### src/hw/rtl/ase_pkg.sv
`default_nettype none
package ase_pkg;

  localparam logic [7:0] CH_TAB = 8'h09;
  localparam logic [7:0] CH_LF  = 8'h0a;
  localparam logic [7:0] CH_BEL = 8'h07;
  localparam logic [7:0] CH_ESC = 8'h1b;
  localparam logic [7:0] CH_SP  = 8'h20;
  localparam logic [7:0] CH_DEL = 8'h7f;
  localparam logic [7:0] CH_CSI = 8'h5b;
  localparam logic [7:0] CH_OSC = 8'h5d;
  localparam logic [7:0] CH_DCS = 8'h50;
  localparam logic [7:0] CH_SOS = 8'h58;
  localparam logic [7:0] CH_PM  = 8'h5e;
  localparam logic [7:0] CH_APC = 8'h5f;
  localparam logic [7:0] CH_ST  = 8'h5c;
  localparam logic [7:0] INT_LO = 8'h20;
  localparam logic [7:0] INT_HI = 8'h2f;
  localparam logic [7:0] PAR_HI = 8'h3f;
  localparam logic [7:0] FIN_LO = 8'h30;
  localparam logic [7:0] CSF_LO = 8'h40;
  localparam logic [7:0] FIN_HI = 8'h7e;

  typedef enum logic [2:0] {
    PH_GROUND, PH_ESC, PH_CSI, PH_OSC, PH_OSC_ESC, PH_STR, PH_STR_ESC, PH_INTER
  } phase_t;

  typedef enum logic [2:0] {
    ST_IDLE, ST_RUN, ST_FEED, ST_EMIT_RD, ST_EMIT_WR, ST_MARK, ST_FLUSH
  } ctl_t;

  typedef struct packed {
    logic [7:0] out_byte;
    logic       has_byte;
    logic       text_end;
    logic       seq_overflow;
  } res_t;

  typedef struct packed {
    phase_t nxt;
    logic   fin;
    logic   bad;
  } dec_t;

  // One step of the sequence parser for a phase other than ground.
  function automatic dec_t feed_dec(input phase_t ph, input logic [7:0] b);
    dec_t d;
    d.nxt = ph;
    d.fin = 1'b0;
    d.bad = 1'b0;
    unique case (ph)
      PH_ESC: begin
        if (b == CH_CSI) d.nxt = PH_CSI;
        else if (b == CH_OSC) d.nxt = PH_OSC;
        else if (b == CH_DCS || b == CH_SOS || b == CH_PM || b == CH_APC) d.nxt = PH_STR;
        else if (b >= INT_LO && b <= INT_HI) d.nxt = PH_INTER;
        else if (b >= FIN_LO && b <= FIN_HI) d.fin = 1'b1;
        else d.bad = 1'b1;
      end
      PH_CSI: begin
        if (b >= INT_LO && b <= PAR_HI) d.nxt = PH_CSI;
        else if (b >= CSF_LO && b <= FIN_HI) d.fin = 1'b1;
        else d.bad = 1'b1;
      end
      PH_OSC: begin
        if (b == CH_BEL) d.fin = 1'b1;
        else if (b == CH_ESC) d.nxt = PH_OSC_ESC;
      end
      PH_OSC_ESC: begin
        if (b == CH_ST || b == CH_BEL) d.fin = 1'b1;
        else if (b != CH_ESC) d.nxt = PH_OSC;
      end
      PH_STR: begin
        if (b == CH_ESC) d.nxt = PH_STR_ESC;
      end
      PH_STR_ESC: begin
        if (b == CH_ST) d.fin = 1'b1;
        else if (b != CH_ESC) d.nxt = PH_STR;
      end
      PH_INTER: begin
        if (b >= INT_LO && b <= INT_HI) d.nxt = PH_INTER;
        else if (b >= FIN_LO && b <= FIN_HI) d.fin = 1'b1;
        else d.bad = 1'b1;
      end
      PH_GROUND: d.bad = 1'b1;
      default: d.bad = 1'b1;
    endcase
    if (d.fin) d.nxt = PH_GROUND;
    return d;
  endfunction

endpackage
`default_nettype wire

### src/hw/rtl/ase_if.sv
`default_nettype none
interface ase_in_if;
  logic       valid;
  logic       ready;
  logic [7:0] in_byte;
  logic       end_of_text;
  modport source (output valid, in_byte, end_of_text, input ready);
  modport sink   (input valid, in_byte, end_of_text, output ready);
endinterface

interface ase_out_if;
  logic       valid;
  logic       ready;
  logic [7:0] out_byte;
  logic       has_byte;
  logic       last_of_run;
  logic       text_end;
  logic       seq_overflow;
  modport source (output valid, out_byte, has_byte, last_of_run, text_end, seq_overflow,
                  input ready);
  modport sink   (input valid, out_byte, has_byte, last_of_run, text_end, seq_overflow,
                  output ready);
endinterface

interface ase_cfg_if;
  logic valid;
  logic ready;
  logic pass_seq;
  modport source (output valid, pass_seq, input ready);
  modport sink   (input valid, pass_seq, output ready);
endinterface
`default_nettype wire

### src/hw/rtl/ase_ram.sv
`default_nettype none
module ase_ram #(
  parameter int WIDTH = 8,
  parameter int DEPTH = 64
) (
  input  wire logic                     clk,
  input  wire logic                     we,
  input  wire logic [$clog2(DEPTH)-1:0] waddr,
  input  wire logic [WIDTH-1:0]         wdata,
  input  wire logic                     re,
  input  wire logic [$clog2(DEPTH)-1:0] raddr,
  output logic      [WIDTH-1:0]         rdata
);
  logic [WIDTH-1:0] mem [DEPTH];

  always_ff @(posedge clk) begin
    if (we) mem[waddr] <= wdata;
    if (re) rdata <= mem[raddr];
  end
endmodule
`default_nettype wire

### src/hw/rtl/ansi_escape_sanitizer_unit.sv
// A plain byte goes through the steps accept, read, parse, end check and flush;
//   a new byte is taken only in idle, once the last one is through. A replayed
//   byte takes a read and a parse, a byte of a passed sequence a read and a write,
//   all set by the single read port of the byte memory.
// Reset (rst, synchronous, active high): parser to ground, base, read and write
//   pointers to zero, pass flag to 0, output empty. The byte memory needs no clearing.
`default_nettype none
module ansi_escape_sanitizer_unit #(
  parameter int MAX_SEQ = 32
) (
  input wire logic clk,
  input wire logic rst,
  ase_in_if.sink   in_ch,
  ase_out_if.source out_ch,
  ase_cfg_if.sink  cfg
);
  import ase_pkg::*;

  // The memory is a ring: [base, rd) is the pending sequence,
  // [rd, wr) are bytes still to be parsed (new byte or replay).
  localparam int AW    = $clog2(MAX_SEQ + 1);
  localparam int DEPTH = 2 ** AW;

  ctl_t   state, state_next;
  phase_t phase, phase_next;
  logic [AW-1:0] base, base_next;
  logic [AW-1:0] rd, rd_next;
  logic [AW-1:0] wr, wr_next;
  logic [AW-1:0] eptr, eptr_next;
  logic [AW-1:0] cnt;
  logic eot, eot_next;
  logic allow;

  logic          mem_we, mem_re;
  logic [AW-1:0] mem_raddr;
  logic [7:0]    mem_rdata;

  // One result is held back so the last one of a run can be flagged.
  res_t hold, push_r, out_r;
  logic hold_v, out_v, out_last;
  logic push, flush, can_push;
  dec_t dec;
  logic is_ctrl;

  ase_ram #(.WIDTH(8), .DEPTH(DEPTH)) u_ram (
    .clk   (clk),
    .we    (mem_we),
    .waddr (wr),
    .wdata (in_ch.in_byte),
    .re    (mem_re),
    .raddr (mem_raddr),
    .rdata (mem_rdata)
  );

  assign cfg.ready   = 1'b1;
  assign in_ch.ready = (state == ST_IDLE);

  assign can_push = !hold_v || !out_v || out_ch.ready;
  assign cnt      = rd - base;
  assign dec      = feed_dec(phase, mem_rdata);
  assign is_ctrl  = (mem_rdata == CH_DEL) ||
                    (mem_rdata < CH_SP && mem_rdata != CH_LF && mem_rdata != CH_TAB);

  always_comb begin
    state_next = state;
    phase_next = phase;
    base_next  = base;
    rd_next    = rd;
    wr_next    = wr;
    eptr_next  = eptr;
    eot_next   = eot;
    mem_we     = 1'b0;
    mem_re     = 1'b0;
    mem_raddr  = rd;
    push       = 1'b0;
    push_r     = '0;
    flush      = 1'b0;
    unique case (state)
      ST_IDLE: begin
        if (in_ch.valid) begin
          eot_next = in_ch.end_of_text;
          if (!in_ch.end_of_text) begin
            mem_we  = 1'b1;
            wr_next = wr + AW'(1);
          end
          state_next = ST_RUN;
        end
      end
      ST_RUN: begin
        if (rd != wr) begin
          mem_re     = 1'b1;
          state_next = ST_FEED;
        end else if (eot && phase != PH_GROUND) begin
          // unterminated at end of text: drop the ESC, replay the rest
          rd_next    = base + AW'(1);
          phase_next = PH_GROUND;
        end else begin
          state_next = eot ? ST_MARK : ST_FLUSH;
        end
      end
      ST_FEED: begin
        if (phase == PH_GROUND) begin
          if (mem_rdata == CH_ESC) begin
            base_next  = rd;
            rd_next    = rd + AW'(1);
            phase_next = PH_ESC;
            state_next = ST_RUN;
          end else if (is_ctrl) begin
            rd_next    = rd + AW'(1);
            state_next = ST_RUN;
          end else if (can_push) begin
            push            = 1'b1;
            push_r.out_byte = mem_rdata;
            push_r.has_byte = 1'b1;
            rd_next         = rd + AW'(1);
            state_next      = ST_RUN;
          end
        end else if (cnt >= AW'(MAX_SEQ)) begin
          // overlong: buffer and this byte are dropped
          if (can_push) begin
            push                = 1'b1;
            push_r.seq_overflow = 1'b1;
            rd_next             = rd + AW'(1);
            phase_next          = PH_GROUND;
            state_next          = ST_RUN;
          end
        end else if (dec.bad) begin
          rd_next    = base + AW'(1);
          phase_next = PH_GROUND;
          state_next = ST_RUN;
        end else begin
          rd_next    = rd + AW'(1);
          phase_next = dec.nxt;
          if (dec.fin && allow) begin
            eptr_next  = base;
            state_next = ST_EMIT_RD;
          end else begin
            state_next = ST_RUN;
          end
        end
      end
      ST_EMIT_RD: begin
        if (eptr == rd) begin
          state_next = ST_RUN;
        end else begin
          mem_re     = 1'b1;
          mem_raddr  = eptr;
          state_next = ST_EMIT_WR;
        end
      end
      ST_EMIT_WR: begin
        if (can_push) begin
          push            = 1'b1;
          push_r.out_byte = mem_rdata;
          push_r.has_byte = 1'b1;
          eptr_next       = eptr + AW'(1);
          state_next      = ST_EMIT_RD;
        end
      end
      ST_MARK: begin
        if (can_push) begin
          push            = 1'b1;
          push_r.text_end = 1'b1;
          state_next      = ST_FLUSH;
        end
      end
      ST_FLUSH: begin
        if (!hold_v) begin
          state_next = ST_IDLE;
        end else if (!out_v || out_ch.ready) begin
          flush      = 1'b1;
          state_next = ST_IDLE;
        end
      end
      default: state_next = ST_IDLE;
    endcase
  end

  always_ff @(posedge clk) begin
    if (rst) begin
      state <= ST_IDLE;
      phase <= PH_GROUND;
      base  <= '0;
      rd    <= '0;
      wr    <= '0;
      eot   <= 1'b0;
      allow <= 1'b0;
    end else begin
      state <= state_next;
      phase <= phase_next;
      base  <= base_next;
      rd    <= rd_next;
      wr    <= wr_next;
      eot   <= eot_next;
      if (cfg.valid) allow <= cfg.pass_seq;
    end
  end

  always_ff @(posedge clk) begin
    eptr <= eptr_next;
  end

  // Output stage: hold register feeds the output register.
  always_ff @(posedge clk) begin
    if (rst) begin
      hold_v <= 1'b0;
      out_v  <= 1'b0;
    end else if (push) begin
      if (hold_v) begin
        out_v <= 1'b1;
      end else if (out_ch.ready) begin
        out_v <= 1'b0;
      end
      hold_v <= 1'b1;
    end else if (flush) begin
      out_v  <= 1'b1;
      hold_v <= 1'b0;
    end else if (out_ch.ready) begin
      out_v <= 1'b0;
    end
  end

  always_ff @(posedge clk) begin
    if (push) begin
      hold <= push_r;
      if (hold_v) begin
        out_r    <= hold;
        out_last <= 1'b0;
      end
    end else if (flush) begin
      out_r    <= hold;
      out_last <= 1'b1;
    end
  end

  assign out_ch.valid        = out_v;
  assign out_ch.out_byte     = out_r.out_byte;
  assign out_ch.has_byte     = out_r.has_byte;
  assign out_ch.text_end     = out_r.text_end;
  assign out_ch.seq_overflow = out_r.seq_overflow;
  assign out_ch.last_of_run  = out_last;

endmodule
`default_nettype wire

### src/flat_wrapper.sv
// flat-port wrapper written by rule: the top's interface ports become plain ports
module ansi_escape_sanitizer_unit_flat import ase_pkg::*;
#(
  parameter int MAX_SEQ = 32
)
  (clk, rst, in_ch_valid, in_ch_in_byte, in_ch_end_of_text, in_ch_ready, out_ch_valid, out_ch_out_byte, out_ch_has_byte, out_ch_last_of_run, out_ch_text_end, out_ch_seq_overflow, out_ch_ready, cfg_valid, cfg_pass_seq, cfg_ready);
  ase_in_if in_ch_i ();
  ase_out_if out_ch_i ();
  ase_cfg_if cfg_i ();
  input wire logic clk;
  input wire logic rst;
  input wire logic [$bits(in_ch_i.valid)-1:0] in_ch_valid;
  input wire logic [$bits(in_ch_i.in_byte)-1:0] in_ch_in_byte;
  input wire logic [$bits(in_ch_i.end_of_text)-1:0] in_ch_end_of_text;
  output wire logic [$bits(in_ch_i.ready)-1:0] in_ch_ready;
  output wire logic [$bits(out_ch_i.valid)-1:0] out_ch_valid;
  output wire logic [$bits(out_ch_i.out_byte)-1:0] out_ch_out_byte;
  output wire logic [$bits(out_ch_i.has_byte)-1:0] out_ch_has_byte;
  output wire logic [$bits(out_ch_i.last_of_run)-1:0] out_ch_last_of_run;
  output wire logic [$bits(out_ch_i.text_end)-1:0] out_ch_text_end;
  output wire logic [$bits(out_ch_i.seq_overflow)-1:0] out_ch_seq_overflow;
  input wire logic [$bits(out_ch_i.ready)-1:0] out_ch_ready;
  input wire logic [$bits(cfg_i.valid)-1:0] cfg_valid;
  input wire logic [$bits(cfg_i.pass_seq)-1:0] cfg_pass_seq;
  output wire logic [$bits(cfg_i.ready)-1:0] cfg_ready;
  assign in_ch_i.valid = in_ch_valid;
  assign in_ch_i.in_byte = in_ch_in_byte;
  assign in_ch_i.end_of_text = in_ch_end_of_text;
  assign in_ch_ready = in_ch_i.ready;
  assign out_ch_valid = out_ch_i.valid;
  assign out_ch_out_byte = out_ch_i.out_byte;
  assign out_ch_has_byte = out_ch_i.has_byte;
  assign out_ch_last_of_run = out_ch_i.last_of_run;
  assign out_ch_text_end = out_ch_i.text_end;
  assign out_ch_seq_overflow = out_ch_i.seq_overflow;
  assign out_ch_i.ready = out_ch_ready;
  assign cfg_i.valid = cfg_valid;
  assign cfg_i.pass_seq = cfg_pass_seq;
  assign cfg_ready = cfg_i.ready;
  ansi_escape_sanitizer_unit #(.MAX_SEQ(MAX_SEQ)) u_core (.clk(clk), .rst(rst), .in_ch(in_ch_i), .out_ch(out_ch_i), .cfg(cfg_i));
endmodule
### config.mk
export PLATFORM = sky130hd
export DESIGN_NAME = ansi_escape_sanitizer_unit_flat
export DESIGN_NICKNAME = d
export VERILOG_FILES = /design/src/hw/rtl/ase_pkg.sv /design/src/hw/rtl/ase_if.sv /design/src/hw/rtl/ase_ram.sv /design/src/hw/rtl/ansi_escape_sanitizer_unit.sv /design/src/flat_wrapper.sv
export SDC_FILE = /design/constraint.sdc
export NUM_CORES = 1
export LEC_CHECK = 0
export ABC_CLOCK_PERIOD_IN_PS = 2850
export BUFFER_PORTS_ARGS = -buffer_cell sky130_fd_sc_hd__buf_4
export CAP_MARGIN = 15
export CORE_ASPECT_RATIO = 1.1
export CORE_MARGIN = 8
export CORE_UTILIZATION = 55
export DETAILED_ROUTE_END_ITERATION = 10
export PLACE_DENSITY = 0.75
export SYNTH_ARGS = -nofsm -noshare
export SYNTH_HDL_FRONTEND = slang
export SYNTH_SLANG_ARGS = --single-unit
### constraint.sdc
create_clock -name clk -period 2.85 [get_ports clk]
set_input_delay 0.285 -clock clk [delete_from_list [all_inputs] [get_ports clk]]
set_output_delay 0.285 -clock clk [all_outputs]
set_load 0.01 [all_outputs]
== Yosys cells after proc, flatten, opt, wreduce, memory -nomap -nowiden ==
Memories as Yosys holds them, arrays and structs flattened. A register that Yosys moved wholly into a read port is not among the register bits.
Cells that the tools add are included.
Widths: inputs -> output; s select.

* Output and inout bits: 15
* Register bits after elaboration: 57
* Memory bits (writable): 512
* Word-level logic and storage cells: 224
* Memories: 1

{| class="wikitable"
|+ Memories
! memory !! depth !! bits a word !! rd ports !! clocked after Yosys merged registers in !! write ports !! RTL line !! RTL
|-
| u_core.u_ram.mem || 64 || 8 || 1 || 1 || 1 || ase_ram.sv:14 || <nowiki>logic [WIDTH-1:0] mem [DEPTH];</nowiki>
|}

* Reduce and logical (&&, ||, !) cells: 34
* Magnitude comparators: 8
* Bitwise operators: 2
* Muxes and demuxes: 104
* $add $sub $neg: 5
* Equality and inequality tests: 51

{| class="wikitable"
|+ Operators by type and width
! kind !! count
|-
| $mux 3 || 33
|-
| $mux 6 || 15
|-
| $eq 8x7->1 const B || 8
|-
| $pmux 3 s7 || 2
|-
| $mux 9 || 4
|-
| $mux 11 || 3
|-
| $mux 1 || 31
|-
| $add 6x1->6 const B || 4
|-
| $pmux 6 s2 || 2
|-
| $eq 3x3->1 const B || 7
|-
| $ne 7x2->1 const B || 3
|-
| $ne 7x5->1 const B || 3
|-
| $pmux 9 s2 || 1
|-
| $ge 8x6->1 const B || 2
|-
| $le 8x6->1 const B || 2
|-
| $mux 2 || 8
|-
| $ne 8x4->1 const B || 2
|-
| $reduce_and 14->1 || 1
|-
| $eq 3x2->1 const B || 4
|-
| $ne 12x8->1 const B || 1
|-
| $ne 6x2->1 const B || 2
|-
| $ne 2x1->1 const B || 5
|-
| $ne 2x2->1 const B || 5
|-
| $reduce_and 3->1 || 3
|-
| other kinds (29) || 53
|}

== Depth between registers and ports, before layout ==
* Depth after elaboration: 14
* Depth in mapped cells: 12
* Mapped depth without buffers: 9

== Modules after synthesis ==
A second synthesis with hierarchy kept.

* Cell total of the unflattened synthesis: 1407
* Area total of the unflattened synthesis: 24160.7 um^2

{| class="wikitable"
|+ Modules (own cells, without submodules)
! module !! area an instance (um^2) !! cells an instance !! times used
|-
| ase_ram || 20270.7 || 972 || 1
|-
| ansi_escape_sanitizer_unit || 3890.0 || 435 || 1
|}

== Least setup slack after synthesis ==
OpenSTA, ideal clock, no wires.

* Path kind: reg2reg
* Start: register u_core.base[1]
* End: register u_core.out_r (netlist bit u_core.out_ch.has_byte), enable pin
* Cell stages (with the launch flop): 10
* Slack: 0.130 ns
* Path buffers: 0
* Library setup time: 0.344 ns
* Data arrival time: 2.376 ns
* Path through: dfxtp_1 -> inv_1 -> ha_1 -> nor2b_1 -> o31ai_1 -> a21o_1 -> o21a_1 -> a311o_1 -> o21ai_0 -> inv_1

* Word-level cells in the longest chain between the ends: 7
* Elaborated cells on any way between the ends: 8
* Classes of those cells: add/sub: 1; order compare: 1; eq/ne: 1; mux: 3; reduce/logical: 2

{| class="wikitable"
|+ RTL lines
! what !! RTL line !! RTL
|-
| from (decl) || ansi_escape_sanitizer_unit.sv:26 || <nowiki>logic [AW-1:0] base, base_next;</nowiki>
|-
| from (signal assigned) || ansi_escape_sanitizer_unit.sv:191 || <nowiki>base <= base_next;</nowiki>
|-
| $sub 6x6->6 (*) || ansi_escape_sanitizer_unit.sv:59 || <nowiki>assign cnt = rd - base;</nowiki>
|-
| $ge 6x6->1 (*) || ansi_escape_sanitizer_unit.sv:118 || <nowiki>end else if (cnt >= AW'(MAX_SEQ)) begin</nowiki>
|-
| $mux 1 (*) || ansi_escape_sanitizer_unit.sv:118 ||
|-
| $mux 1 (*) || ansi_escape_sanitizer_unit.sv:102 || <nowiki>if (phase == PH_GROUND) begin</nowiki>
|-
| $pmux 1 s2 (*) || ansi_escape_sanitizer_unit.sv:78 || <nowiki>unique case (state)</nowiki>
|-
| via u_core.push || ansi_escape_sanitizer_unit.sv:41 || <nowiki>logic push, flush, can_push;</nowiki>
|-
| $ne 2x1->1 (no source line) or $reduce_bool 2->1 (tied branches) || - ||
|-
| $reduce_and 2->1 (no source line) (*) || - ||
|-
| to (signal assigned) || ansi_escape_sanitizer_unit.sv:227 || <nowiki>out_r <= hold;</nowiki>
|-
| to (signal assigned) || ansi_escape_sanitizer_unit.sv:231 || <nowiki>out_r <= hold;</nowiki>
|-
| to (decl) || ansi_escape_sanitizer_unit.sv:39 || <nowiki>res_t hold, push_r, out_r;</nowiki>
|}

The timed path passes the listed nets; every way through them passes the cells marked *.
A chain may end at the register's enable or synchronous reset.

== Final worst setup path ==
* Start: register u_core.eptr[1]
* End: register u_core.u_ram.rdata[6] (read register of u_core.u_ram.mem) (data pin)

* Word-level cells in the longest chain between the ends: 3
* Elaborated cells on any way between the ends: 5
* Classes of those cells: eq/ne: 1; mux: 4

{| class="wikitable"
|+ RTL lines
! what !! RTL line !! RTL
|-
| from (decl) || ansi_escape_sanitizer_unit.sv:29 || <nowiki>logic [AW-1:0] eptr, eptr_next;</nowiki>
|-
| from (signal assigned) || ansi_escape_sanitizer_unit.sv:200 || <nowiki>eptr <= eptr_next;</nowiki>
|-
| $eq 6x6->1 || ansi_escape_sanitizer_unit.sv:143 || <nowiki>if (eptr == rd) begin</nowiki>
|-
| $mux 1 or $mux 6 (tied branches) || ansi_escape_sanitizer_unit.sv:143 ||
|-
| $pmux 1 s2 or $mux 6 (tied branches) || ansi_escape_sanitizer_unit.sv:78 ||
|-
| to (decl) || ase_ram.sv:12 || <nowiki>output logic [WIDTH-1:0] rdata</nowiki>
|}

Parallel ways exist; a longest one is shown, timed or not.

==> results.json <==
{
  "clk_latency_ns": 0.63,
  "num_antenna_cells": 0,
  "cts_sinks": 577,
  "synth_cell_types": 86,
  "finalNonFillerCells": 2623,
  "slowest_delay_ns": 0.51,
  "first_iter_violations": 2231,
  "core_mm2": 0.0444,
  "ys_seq_elements": 577,
  "postRouteAntennaNets": 0,
  "grt.overflow.total": 0,
  "die_x_um": 218,
  "tightest_slew_ns": 0.761,
  "p_per_area_mw_per_mm2": 674,
  "cp_slowest_cell": "edfxtp_1",
  "clock_skew_ns": 0.0190,
  "switchingPower_uw": 4590,
  "syn_area_per_cell_um2": 13.3,
  "outcome": "completed",
  "hold_slack_ns": 0.0305,
  "relSlewSlack_pct": 49.3,
  "syn_inst": 1851,
  "synthFlopType": "edfxtp_1",
  "path_clk_slew_ns": 0.07,
  "grt_setup_unrepaired": "true",
  "final_area_mm2": 0.0287,
  "avgRoutedWirePerCell_um": 25.2,
  "sw_frac_of_total_pct": 23.7,
  "routed_via_density": 6.56,
  "firstDrtPassIters": 6,
  "ctsHtreeMaxLevel": 2,
  "min-delay-start": "rst",
  "final_max_slew_viol_count": 0,
  "final_common_cell": "edfxtp_1",
  "finalCritPeriodShare_pct": 98.0,
  "grt_pass1_vias": 16540,
  "hold_viol_final": 0,
  "grt_max_degree": 65,
  "layout_common_cells": "edfxtp_1 (549), nand2_1 (243), buf_4 (193)",
  "path_cells": "buf_4, xnor2_1, mux2i_1, and2_1, a32oi_1, a21oi_1, nor4_1, buf_4, a22o_1",
  "r2r-end": "u_core.u_ram.rdata[6]",
  "nFillCells": 3136,
  "pwr-share-seq_pct": 49.1,
  "syn2layout_area_growth_pct": 16.4,
  "row_count": 81,
  "grt_pass1_wl_um": 98700,
  "finalSetupViolations": 0,
  "r2r_start": "u_core.eptr[1]",
  "synthesis.yosys.warnings": 0,
  "crit_type": "reg -> reg",
  "grt_use_total_pct": 24.8,
  "irDropWorstVdd_v": 0.000716,
  "cts_made_buffers": 55,
  "vias": 17196,
  "p_comb_share_pct": 11.0,
  "arrival_ns": 3.16,
  "hp-class": "in -> reg",
  "timing.fmax_ghz": 0.358,
  "leakagePower_uw": 0.00979,
  "power_uw": 19300,
  "cellInternalPower_uw": 14800,
  "drive_gt1_share_pct": 17.5,
  "crit_fanout": 7,
  "p_clk_share_pct": 39.9,
  "rrSetupSlack_ns": 0.06,
  "drv_cap": 0,
  "synth_edf_count": 549,
  "routed_wl_um": 66200,
  "port_buffers": 28,
  "syn_nets": 1875,
  "place_area_mm2": 0.0265,
  "worst_hold_path.num_cells": 2,
  "nets": 2021,
  "cts.path.max_buffers": 3,
  "drc": 0,
  "cp.required_ns": 3.22,
  "hpwl_um": 41300,
  "crit_top_cell": "buf_4",
  "synth_area_mm2": 0.0247,
  "async_reset_ff_share_pct": 0,
  "ys_seq_area_share_pct": 69.1,
  "reg2reg_depth": 9,
  "die_y_um": 238,
  "min_to": "u_core.base[5]",
  "start_kind": "flip-flop",
  "dp_cells": 2505,
  "start_util_pct": 55.5,
  "cts_tree": "built",
  "antenna_found_initial": 0,
  "gp_congestion": 0.941,
  "dieArea_mm2": 0.0519,
  "layout_min_cycle_time_ns": 2.79,
  "cp-end-kind": "flip-flop",
  "io_pins": 30,
  "cts_root_buf": "clkbuf_16"
}
==> stage by stage <==
step / setup WS (ns) / util, % / TNS (ns)
4_1_cts: 0.00883 / 64.3 / 0
5_1_grt: -0.0285 / 64.6 / -0.0285
6_report: 0.0573 / 64.6 / 0
3_3_place_gp: -0.0772 / 59.8 / -0.0774
2_1_floorplan: 0.130 / - / 0
3_5_place_dp: -0.145 / 59.8 / -1.04
==> layout make-up <==
class | instances | area (um2) | share of cell area (%)
clock inverter | 39 | 512 | 1.78
multi-input combinational | 1131 | 7090 | 24.7
inverter | 17 | 63.8 | 0.222
sequential | 577 | 17100 | 59.4
tap | 581 | 727 | 2.53
clock buffer | 63 | 1410 | 4.90
timing repair buffer | 215 | 1840 | 6.40
==> sequential cells by signal, indices dropped and copies added, names as in the netlist, 6 cells and up <==
| name | flops |
|---|---|
| u_core.rd | 6 |
| u_core.u_ram.mem | 512 |
| u_core.eptr | 6 |
| u_core.hold | 11 |
| u_core.wr | 6 |
| u_core.base | 6 |
| u_core.out_ch.out_byte | 8 |
| u_core.u_ram.rdata | 8 |
==> power groups by stage <==
stage | Sequential [uW] | Clock (uW) | Combinational [uW]
5_1_grt | 9500 | 8090 | 2260
6_report | 9490 | 7720 | 2120
2_1_floorplan | 9610 | 0 | 1220
4_1_cts | 9490 | 7790 | 2040
3_5_place_dp | 9670 | 0 | 2000
3_3_place_gp | 9660 | 0 | 1960
==> cell usage after synthesis (6+ instances only) <==
cell type	number	area, um2
buf_2	48	240
nor2_1	142	533
or3_1	7	43.8
buf_1	11	41.3
dfxtp_1	28	561
o211ai_1	7	52.6
buf_4	8	60.1
xor2_1	12	105
ha_1	9	113
nand3_1	97	485
inv_1	16	60.1
o2111ai_1	8	70.1
a22o_1	8	70.1
nor3_1	16	80.1
o31ai_1	6	45.0
mux2i_1	57	571
edfxtp_1	549	16500
mux2_2	7	78.8
clkbuf_1	55	206
a32oi_1	14	123
and2_1	12	75.1
nor4_1	41	257
a21o_1	7	52.6
nand2b_1	7	43.8
o21ai_0	26	130
a31oi_1	36	225
a211oi_1	132	991
mux4_2	10	225
xnor2_1	20	175
nand2_1	243	912
nor2b_1	9	56.3
and3_1	7	43.8
nor3b_1	6	45.0
o22ai_1	58	363
a21oi_1	39	195
nand4_1	11	68.8
==> kinds of logic (layout without fill, tap and decap cells) <==
logic type      Yosys count  in the layout  share of synthesized area [%]
compound gates          380            380                           10.9
mux                      77             78                           3.71
other cells               1              1                         0.0152
fa+ha+maj                10             10                          0.502
flops                   577            577                           69.1
xor+xnor                 32             32                           1.14
buf+inv                 144            334                           2.68
simple gates            630            630                           11.9
==> per-layer routing <==
metal / wire length (um) / GRT usage [%] / vias to the layer above
met4: 2870 / 11.7 / 0
met3: 7250 / 4.47 / 211
met1: 24900 / 33.0 / 8319
met2: 31200 / 39.3 / 1200
met5: 0 / 0 / -
li1: - / - / 7466
==> timing repair <==
item,in CTS,in global routing
cloned,0,2
setup buffers,1,9
resized for setup,4,18
pin swaps,1,3
endpoints found under the setup margin,19,22
hold endpoints to repair,2,0
hold buffers,4,0
==> how the worst max path moves through the flow <==
stage / end / cells past startpoint / slack, ns / start
floorplan: u_core.out_ch.has_byte / 9 / 0.13 / u_core.base[1]
global placement: u_core.u_ram.rdata[3] / 10 / -0.08 / u_core.state[2]
detailed placement: u_core.u_ram.rdata[3] / 10 / -0.15 / u_core.state[2]
CTS: u_core.u_ram.rdata[7] / 10 / 0.009 / u_core.state[2]
global route: u_core.u_ram.rdata[3] / 10 / -0.03 / u_core.state[2]
finish: u_core.u_ram.rdata[6] / 9 / 0.06 / u_core.eptr[1]
==> worst max-delay path, delay by kind of cell, from the launching register on <==
| family | cells | cell delay (ns) |
|---|---|---|
| buffers and inverters | 2 | 0.40 |
| AND/OR/NAND/NOR | 2 | 0.54 |
| flip-flops | 1 | 0.51 |
| multiplexers | 1 | 0.22 |
| XOR/XNOR | 1 | 0.12 |
| AO/OA/AOI/OAI | 3 | 0.76 |
No activity file was read; power rests on OpenSTA's default activity.
